### src/rtl/gsrs_pkg.sv
// Shared constants and types for the grouped slice row selector.
// No dependencies; used by every module of the block.
package gsrs_pkg;

    // Row index and slot widths
    localparam int GROUP_W = 31;
    // Running total width and its saturation width
    localparam int TOTAL_W = 32;
    localparam int ROW_BITS = 32;
    // Configuration data width and register index width
    localparam int CFG_W = 32;
    localparam int CFG_IDX_W = 3;
    // Signed widths for relative slice ends and their differences
    localparam int SPAN_W = CFG_W + 1;
    localparam int DIFF_W = SPAN_W + 1;
    // Divider sizing: one quotient bit per step
    localparam int DIV_STEPS = GROUP_W;
    localparam int DIV_CNT_W = $clog2(DIV_STEPS);

    // Saturation limit of the running total
    localparam logic [TOTAL_W:0] ROWS_LIMIT =
        {{(TOTAL_W + 1 - ROW_BITS){1'b0}}, {ROW_BITS{1'b1}}};

    // Configuration register indexes
    localparam logic [CFG_IDX_W-1:0] REG_SLICE_START  = CFG_IDX_W'(0);
    localparam logic [CFG_IDX_W-1:0] REG_START_ABSENT = CFG_IDX_W'(1);
    localparam logic [CFG_IDX_W-1:0] REG_SLICE_STOP   = CFG_IDX_W'(2);
    localparam logic [CFG_IDX_W-1:0] REG_STOP_ABSENT  = CFG_IDX_W'(3);
    localparam logic [CFG_IDX_W-1:0] REG_SLICE_STEP   = CFG_IDX_W'(4);

    // Sequencer states of the top level
    typedef enum logic [2:0] {
        ST_IDLE,
        ST_WRAP,
        ST_SPAN,
        ST_DIV,
        ST_SUM
    } gsrs_state_t;

endpackage

### src/rtl/grouped_slice_row_selector.sv
// Top level of the grouped slice row selector: sequencer, slice datapath, totals.
// Depends on gsrs_pkg and instantiates gsrs_div.
// One request at a time: the input stalls from accept until the sequencer returns to idle,
//   through the wrap, span, divide and sum states for a nonzero step, skipping the divider
//   for step zero; an empty group frees the input after the span state.
// A finished result waits in the output register while the next request is worked on.
// Reset (rst_n, async, active low) clears state, totals and the slice registers to defaults.
module grouped_slice_row_selector (
    input  logic                            clk,
    input  logic                            rst_n,
    input  logic                            cfg_wr_en,
    input  logic [gsrs_pkg::CFG_IDX_W-1:0]  cfg_index,
    input  logic [gsrs_pkg::CFG_W-1:0]      cfg_data,
    input  logic                            in_valid,
    output logic                            in_stall,
    input  logic [gsrs_pkg::GROUP_W-1:0]    group_end,
    output logic                            out_valid,
    input  logic                            out_stall,
    output logic [gsrs_pkg::GROUP_W-1:0]    first_row,
    output logic [gsrs_pkg::GROUP_W-1:0]    row_count,
    output logic [gsrs_pkg::GROUP_W-1:0]    group_slot,
    output logic [gsrs_pkg::TOTAL_W-1:0]    rows_total
);
    import gsrs_pkg::*;

    // Sequencer
    gsrs_state_t state_reg, state_next;
    logic        in_take;
    logic        div_load;
    logic        out_load;
    logic        out_free;

    // Slice configuration
    logic [CFG_W-1:0] slice_start_reg;
    logic             start_absent_reg;
    logic [CFG_W-1:0] slice_stop_reg;
    logic             stop_absent_reg;
    logic [CFG_W-1:0] slice_step_reg;

    // Per-group working registers
    logic [GROUP_W-1:0]       prev_end_reg;
    logic [GROUP_W-1:0]       off0_reg;
    logic [GROUP_W-1:0]       n_reg;
    logic signed [SPAN_W-1:0] s_rel_reg;
    logic signed [SPAN_W-1:0] e_rel_reg;
    logic [GROUP_W-1:0]       dvs_reg;
    logic [GROUP_W-1:0]       first_hold_reg;
    logic [GROUP_W-1:0]       cnt_m1_reg;

    // Running state and result registers
    logic [TOTAL_W-1:0] rows_reg;
    logic [GROUP_W-1:0] groups_reg;
    logic               out_valid_reg;
    logic [GROUP_W-1:0] first_row_reg;
    logic [GROUP_W-1:0] row_count_reg;
    logic [GROUP_W-1:0] group_slot_reg;

    // Step classification
    logic step_neg;
    logic step_zero;

    // Group size at accept
    logic [GROUP_W-1:0] n_calc;

    // End normalization (ST_WRAP)
    logic signed [SPAN_W-1:0] sta_x, sto_x, n_x;
    logic signed [SPAN_W-1:0] sta_wrap, sto_wrap, n_m1;
    logic signed [SPAN_W-1:0] s_base, s_sel, e_sel;
    logic [CFG_W-1:0]         step_abs;

    // Span and count setup (ST_SPAN)
    logic signed [DIFF_W-1:0] s_ext, e_ext, dm1;
    logic                     zero_hit;
    logic                     span_empty;
    logic [GROUP_W-1:0]       first_calc;
    logic [GROUP_W-1:0]       zero_cnt_m1;

    // Divider interface
    logic               div_done;
    logic [GROUP_W-1:0] div_quot;

    // Totals (ST_SUM)
    logic [TOTAL_W:0]   sum_raw;
    logic [TOTAL_W-1:0] sum_sat;

    assign step_neg  = slice_step_reg[CFG_W-1];
    assign step_zero = (slice_step_reg == '0);
    assign out_free  = !out_valid_reg || !out_stall;

    // Group size; a group end below the previous end means an empty group
    assign n_calc = (group_end >= prev_end_reg) ? (group_end - prev_end_reg) : '0;

    // Resolve absent, negative and out-of-range slice ends relative to the group
    always_comb
    begin
        sta_x    = {slice_start_reg[CFG_W-1], slice_start_reg};
        sto_x    = {slice_stop_reg[CFG_W-1], slice_stop_reg};
        n_x      = {{(SPAN_W - GROUP_W){1'b0}}, n_reg};
        sta_wrap = sta_x + n_x;
        sto_wrap = sto_x + n_x;
        n_m1     = n_x - SPAN_W'(1);

        // Start: positive step clamps at zero, step zero keeps it for the range check
        s_base = start_absent_reg ? '0 : (sta_x[SPAN_W-1] ? sta_wrap : sta_x);
        if (step_neg)
        begin
            s_sel = (start_absent_reg || (sta_x >= n_x)) ? n_m1
                  : (sta_x[SPAN_W-1] ? sta_wrap : sta_x);
        end
        else
        begin
            s_sel = (!step_zero && s_base[SPAN_W-1]) ? '0 : s_base;
        end

        // Stop: positive step clamps at the group end, negative step at one before the group's first row
        if (step_neg)
        begin
            e_sel = stop_absent_reg ? '1
                  : sto_x[SPAN_W-1] ? (sto_wrap[SPAN_W-1] ? '1 : sto_wrap)
                  : sto_x;
        end
        else
        begin
            e_sel = stop_absent_reg ? n_x
                  : sto_x[SPAN_W-1] ? sto_wrap
                  : ((sto_x > n_x) ? n_x : sto_x);
        end

        step_abs = step_neg ? (~slice_step_reg + CFG_W'(1)) : slice_step_reg;
    end

    // Span minus one feeds the divider: ceil(a / b) = floor((a - 1) / b) + 1
    always_comb
    begin
        s_ext = {s_rel_reg[SPAN_W-1], s_rel_reg};
        e_ext = {e_rel_reg[SPAN_W-1], e_rel_reg};
        dm1   = step_neg ? (s_ext + ~e_ext) : (e_ext + ~s_ext);

        // Step zero selects the start row stop times, if it is inside the group and stop is positive
        zero_hit = !s_rel_reg[SPAN_W-1] && (s_rel_reg < n_x) && !stop_absent_reg
                && !slice_stop_reg[CFG_W-1] && (slice_stop_reg != '0);

        span_empty  = step_zero ? !zero_hit : dm1[DIFF_W-1];
        first_calc  = s_rel_reg[GROUP_W-1:0] + off0_reg;
        zero_cnt_m1 = slice_stop_reg[GROUP_W-1:0] - GROUP_W'(1);
    end

    // Saturating running total; the +1 restores the count from count minus one
    always_comb
    begin
        sum_raw = {1'b0, rows_reg} + {{(TOTAL_W + 1 - GROUP_W){1'b0}}, cnt_m1_reg}
                + (TOTAL_W + 1)'(1);
        sum_sat = (sum_raw > ROWS_LIMIT) ? ROWS_LIMIT[TOTAL_W-1:0] : sum_raw[TOTAL_W-1:0];
    end

    gsrs_div u_div (
        .clk      (clk),
        .rst_n    (rst_n),
        .load     (div_load),
        .dividend (dm1[GROUP_W-1:0]),
        .divisor  (dvs_reg),
        .done     (div_done),
        .quotient (div_quot)
    );

    // Next state
    always_comb
    begin
        state_next = state_reg;
        unique case (state_reg)
            ST_IDLE:
            begin
                if (in_valid)
                begin
                    state_next = ST_WRAP;
                end
            end
            ST_WRAP:
            begin
                state_next = ST_SPAN;
            end
            ST_SPAN:
            begin
                priority if (span_empty)
                begin
                    state_next = ST_IDLE;
                end
                else if (step_zero)
                begin
                    state_next = ST_SUM;
                end
                else
                begin
                    state_next = ST_DIV;
                end
            end
            ST_DIV:
            begin
                if (div_done)
                begin
                    state_next = ST_SUM;
                end
            end
            ST_SUM:
            begin
                // hold until the output register is free
                if (out_free)
                begin
                    state_next = ST_IDLE;
                end
            end
            default:
            begin
                state_next = ST_IDLE;
            end
        endcase
    end

    // Sequencer outputs
    always_comb
    begin
        in_stall = (state_reg != ST_IDLE);
        in_take  = (state_reg == ST_IDLE) && in_valid;
        div_load = (state_reg == ST_SPAN) && !span_empty && !step_zero;
        out_load = (state_reg == ST_SUM) && out_free;
    end

    // Control state, configuration and running totals
    always_ff @(posedge clk or negedge rst_n)
    begin
        if (!rst_n)
        begin
            state_reg        <= ST_IDLE;
            slice_start_reg  <= '0;
            start_absent_reg <= 1'b1;
            slice_stop_reg   <= '0;
            stop_absent_reg  <= 1'b1;
            slice_step_reg   <= CFG_W'(1);
            prev_end_reg     <= '0;
            rows_reg         <= '0;
            groups_reg       <= '0;
            out_valid_reg    <= 1'b0;
        end
        else
        begin
            state_reg <= state_next;

            if (cfg_wr_en)
            begin
                unique case (cfg_index)
                    REG_SLICE_START:  slice_start_reg  <= cfg_data;
                    REG_START_ABSENT: start_absent_reg <= cfg_data[0];
                    REG_SLICE_STOP:   slice_stop_reg   <= cfg_data;
                    REG_STOP_ABSENT:  stop_absent_reg  <= cfg_data[0];
                    REG_SLICE_STEP:   slice_step_reg   <= cfg_data;
                    default:          ;
                endcase
            end

            // advance the group boundary on every request, empty or not
            if (in_take)
            begin
                prev_end_reg <= group_end;
            end

            if (out_load)
            begin
                rows_reg   <= sum_sat;
                groups_reg <= groups_reg + GROUP_W'(1);
            end

            // a load in the same cycle as a pop keeps the register full
            if (out_load)
            begin
                out_valid_reg <= 1'b1;
            end
            else if (!out_stall)
            begin
                out_valid_reg <= 1'b0;
            end
        end
    end

    // Datapath registers
    always_ff @(posedge clk)
    begin
        if (in_take)
        begin
            off0_reg <= prev_end_reg;
            n_reg    <= n_calc;
        end

        if (state_reg == ST_WRAP)
        begin
            s_rel_reg <= s_sel;
            e_rel_reg <= e_sel;
            dvs_reg   <= step_abs[GROUP_W-1:0];
        end

        if (state_reg == ST_SPAN)
        begin
            first_hold_reg <= first_calc;
            cnt_m1_reg     <= zero_cnt_m1;
        end

        if ((state_reg == ST_DIV) && div_done)
        begin
            cnt_m1_reg <= div_quot;
        end

        if (out_load)
        begin
            first_row_reg  <= first_hold_reg;
            row_count_reg  <= cnt_m1_reg + GROUP_W'(1);
            group_slot_reg <= groups_reg;
        end
    end

    assign out_valid  = out_valid_reg;
    assign first_row  = first_row_reg;
    assign row_count  = row_count_reg;
    assign group_slot = group_slot_reg;
    // the running total only moves on the next load, so it serves as the result field
    assign rows_total = rows_reg;

endmodule

### src/rtl/gsrs_div.sv
// Radix-2 restoring divider, one quotient bit shifted in per cycle.
// Depends on gsrs_pkg for widths and step count.
module gsrs_div (
    input  logic                          clk,
    input  logic                          rst_n,
    input  logic                          load,
    input  logic [gsrs_pkg::GROUP_W-1:0]  dividend,
    input  logic [gsrs_pkg::GROUP_W-1:0]  divisor,
    output logic                          done,
    output logic [gsrs_pkg::GROUP_W-1:0]  quotient
);
    import gsrs_pkg::*;

    logic                 busy_reg, busy_next;
    logic                 done_reg, done_next;
    logic [DIV_CNT_W-1:0] cnt_reg, cnt_next;
    logic [GROUP_W-1:0]   dq_reg, dq_next;
    logic [GROUP_W-1:0]   rem_reg, rem_next;
    logic [GROUP_W-1:0]   dvs_reg, dvs_next;
    logic [GROUP_W:0]     rem_sh;
    logic [GROUP_W+1:0]   trial;
    logic                 take;

    always_comb
    begin
        // shift the next dividend bit into the partial remainder
        rem_sh = {rem_reg, dq_reg[GROUP_W-1]};
        trial  = {1'b0, rem_sh} - {2'b00, dvs_reg};
        take   = !trial[GROUP_W+1];

        busy_next = busy_reg;
        done_next = 1'b0;
        cnt_next  = cnt_reg;
        dq_next   = dq_reg;
        rem_next  = rem_reg;
        dvs_next  = dvs_reg;

        if (load)
        begin
            busy_next = 1'b1;
            cnt_next  = DIV_CNT_W'(DIV_STEPS - 1);
            dq_next   = dividend;
            rem_next  = '0;
            dvs_next  = divisor;
        end
        else if (busy_reg)
        begin
            dq_next  = {dq_reg[GROUP_W-2:0], take};
            rem_next = take ? trial[GROUP_W-1:0] : rem_sh[GROUP_W-1:0];
            cnt_next = cnt_reg - DIV_CNT_W'(1);
            if (cnt_reg == '0)
            begin
                busy_next = 1'b0;
                done_next = 1'b1;
            end
        end
    end

    always_ff @(posedge clk or negedge rst_n)
    begin
        if (!rst_n)
        begin
            busy_reg <= 1'b0;
            done_reg <= 1'b0;
            cnt_reg  <= '0;
        end
        else
        begin
            busy_reg <= busy_next;
            done_reg <= done_next;
            cnt_reg  <= cnt_next;
        end
    end

    always_ff @(posedge clk)
    begin
        dq_reg  <= dq_next;
        rem_reg <= rem_next;
        dvs_reg <= dvs_next;
    end

    assign done     = done_reg;
    assign quotient = dq_reg;

endmodule

### config.mk
export PLATFORM = sky130hd
export DESIGN_NAME = grouped_slice_row_selector
export DESIGN_NICKNAME = d
export VERILOG_FILES = /design/src/rtl/gsrs_pkg.sv /design/src/rtl/grouped_slice_row_selector.sv /design/src/rtl/gsrs_div.sv
export SDC_FILE = /design/constraint.sdc
export NUM_CORES = 2
export LEC_CHECK = 0
export BUFFER_PORTS_ARGS = -buffer_cell sky130_fd_sc_hd__buf_2
export CELL_PAD_IN_SITES_DETAIL_PLACEMENT = 0
export CELL_PAD_IN_SITES_GLOBAL_PLACEMENT = 1
export CORE_AREA = 2 2 367 369
export DETAILED_ROUTE_END_ITERATION = 16
export DIE_AREA = 0 0 369 371
export MAX_ROUTING_LAYER = met4
export PLACE_DENSITY_LB_ADDON = 0.2
export REMOVE_ABC_BUFFERS = 1
export SYNTH_ARGS = -nofsm -noshare
export SYNTH_HDL_FRONTEND = slang
export SYNTH_SLANG_ARGS = --single-unit
export TNS_END_PERCENT = 20
### constraint.sdc
create_clock -name clk -period 11.9 [get_ports clk]
set_input_delay 0 -clock clk [delete_from_list [all_inputs] [get_ports clk]]
set_output_delay 0 -clock clk [all_outputs]
set_load 0.01 [all_outputs]
==> out/results.md <==
## Status
* result of the run: completed

## Detailed routing
* Detail Route Antenna Nets: 0
* Routed wire per std cell: 20.85 um
* count of vias placed by the detailed router: 30610
* via-per-instance ratio: 5.035
* 1st-iter DRT viols: 1972
* DRC Markers: 0
* total length of routed wires: 126.8 mm
* Pre-antenna DRT Iters: 5

## Place
* Area after DPL: 42680 um^2
* placed wire-length estimate: 98.22 mm
* last weighted congestion value of the routability-driven placer: 0.8651
* worst setup timing slack at the placement stage: 6.302 ns
* buffers added on ports: 197

## Floorplan
* vertical extent of the die: 371 um
* placeable core region: 132800 um^2
* number of cell rows: 134
* starting utilization of the core area: 0.2981
* die extent in x: 369 um
* I/O pin total: 198
* area of the die: 136900 um^2

## Cells and area
* final antenna diode count: 0
* final standard cell utilization of the core: 0.3466
* final layout net count: 4681
* fraction of layout cells with a size suffix above 1: 0.1208
* most common library cell in the layout ignoring fill and taps: edfxtp_1
* Layout fillers: 13770
* area of the multi-input gates: 21130 um^2
* sequential cell area: 17000 um^2
* leading cell types in the layout, fill and taps excluded: edfxtp_1 (376), ha_1 (353), nor2_1 (343), a21oi_1 (337), inv_1 (278)
* finished layout cell area: 46020 um^2
* Layout area overhead: 16.24%

## Synth
* synthesized area per cell: 9.922 um^2
* prevailing post-synth register cell: edfxtp_1
* Yosys cell types: 83
* number of synthesized flops with an enable pin: 376
* proportion of synthesized chip area in sequential cells: 0.4293
* number of warnings issued by yosys: 0
* fraction of synthesized cell area taken by the top area cell type: 0.2852
* cell taking the most area after synthesis: edfxtp_1
* top area cells in the synthesized netlist: edfxtp_1 (29%), dfrtp_1 (13%), ha_1 (11%)
* Seq cells post-synth: 610
* async set-reset flop share out of synthesis: 0.3328
* number of instances in the synthesized netlist: 3990
* combined area of all synthesized cells: 39590 um^2

## Timing
* final hold violation count: 0
* Max-slew headroom: 0.2713
* fin crit share: 0.4690
* Final min period: 5.581 ns
* setup repair after global routing missed its margin: no
* final-report setup violation count: 0
* highest clock rate: 179.2 MHz
* clock skew after layout: 0.02413 ns
* slew at the pin closest to its max-slew limit: 1.082 ns
* Slew Viols, Final: 0
* fin worst setup slack: 6.319 ns
* Sum Neg Setup Slack: 0 ns

## Clock network
* TritonCTS clock tree: done
* Clock transition at path regs: 0.06 ns
* Root Driver: clkbuf_16
* Clock Latency Late Sink: 0.69 ns
* number of setup buffers added after CTS: 0
* total clock sinks: 610
* total clock buffers created by CTS: 76
* CTS HTree Levels: 3
* Longest Clk Path Bufs: 3

## GRT
* overall routing resource usage: 0.1885
* grt ovf: 0
* vias in the first global route: 30840
* wire length of the first global-routing pass: 191.2 mm
* antenna violations before repair: 4
* largest net degree at the start of global routing: 131

## Setup path
* highest net fanout along the worst path: 8
* crit start category: flip-flop
* data arrival time of the worst path: 5.95 ns
* required time of the worst setup path: 12.27 ns
* logic depth of the worst register-to-register path: 16
* kind of end point of the critical path: flip-flop
* class of the most critical setup path: flip-flop to flip-flop

## Flow run
* MaxCap Viol Count: 0

## Power and ir drop
* worst ir drop on vdd: 0.0001254 V
* LEAKAGE: 18.50 nW
* Pwr per Cell Area: 268.0 nW/um^2

## Min path
* Worst Hold Class: input port to flip-flop
* hold depth: 4

[where the power goes]
| part | switching (W) | internal [W] |
|---|---|---|
| clock | 0.00100 | 0.00138 |
| combinational | 0.00369 | 0.00248 |
| sequential | 0.000634 | 0.00315 |
[layout make-up]
| type | instances | share of cell area |
|---|---|---|
| clock buffer | 96 | 0.04426 |
| clock inverter | 45 | 0.01134 |
| inverter | 279 | 0.02276 |
| multi-input combinational | 2971 | 0.4592 |
| tap | 1768 | 0.04807 |
| sequential | 610 | 0.3694 |
| timing repair buffer | 311 | 0.04502 |
[through the flow]
stage | hold WS (ns) | total power, W | std cells
5_1_grt | 0.05797 | 0.01329 | 6080
3_5_place_dp | 0.03188 | 0.009949 | 5863
4_1_cts | 0.01171 | 0.01244 | 6080
2_1_floorplan | -0.2956 | 0.008087 | 3860
6_report | 0.07482 | 0.01233 | 6080
3_3_place_gp | 0.03173 | 0.009977 | 5863
[cell usage after synthesis (all sizes together) (14+ instances only)]
library cell and number:
or3 22, nor2 346, mux2 118, ha 353, a211oi 52, dfrtp 200, clkbuf 107, xor2 88
nand3 60, edfxtp 376, xnor2 235, mux2i 26, nor4 17, a221oi 18, nand2 254, o31ai 22
o22ai 42, nand2b 48, buf 23, nor2b 48, a31oi 32, nor3 88, o21a 25, nand4 52
and3 35, or4 21, o21ai 233, a21oi 338, a21o 103, a311oi 17, o211ai 21, dfxtp 31
a2111oi 14, o22a 36, inv 278, o21bai 38, and2 16
[critical path, stage by stage (launching register included)]
cell and delay, ns:
edfxtp_1 0.50, inv_1 0.17, ha_1 0.42, nor2_1 0.10, o311ai_0 0.62, a211oi_1 0.26, a31oi_1 0.42, o211ai_1 0.23
a21oi_1 0.31, o21ai_1 0.16, a221oi_1 0.37, nor2_1 0.06, o21ai_0 0.18, ha_1 0.40, nor2_1 0.18, a21oi_1 0.71
a21oi_1 0.17
[metal layers]
layer  part of all wire  track usage  routed length, um  vias up
met1               0.48       0.2462              60450    14780
met2               0.47       0.3104              59600      569
met5                  0            -                  0        -
li1                   -            -                  -    15100
met4              0.024      0.04804               3060        0
met3              0.029      0.02157               3678      164
[cells by family (layout without fill, tap and decap cells)]
group | count (synthesis) | after routing | share of synthesized area
compound gates | 1095 | 1095 | 0.1758
simple gates | 1048 | 1048 | 0.1263
flops | 610 | 610 | 0.4293
buf+inv | 409 | 731 | 0.04014
fa+ha+maj | 361 | 361 | 0.1156
xor+xnor | 323 | 323 | 0.07146
mux | 144 | 144 | 0.04146
[final timing paths]
check,from,slack (ns),end
max,n_reg[2],6.32,e_rel_reg[8]
min,group_end[23],0.07,prev_end_reg[23]
max reg2reg,n_reg[2],6.32,e_rel_reg[8]
min reg2reg,dvs_reg[27],0.41,u_div.dvs_reg[27]
max in group asynchronous,rst_n,10.58,prev_end_reg[29]
min in group asynchronous,rst_n,0.48,rows_total[1]
[timing repair]
action                                 in CTS  in global routing
hold buffers                               76                  0
resized for setup                           0                  0
endpoints found under the hold margin     229                  0
No activity file was read; power rests on OpenSTA's default activity.
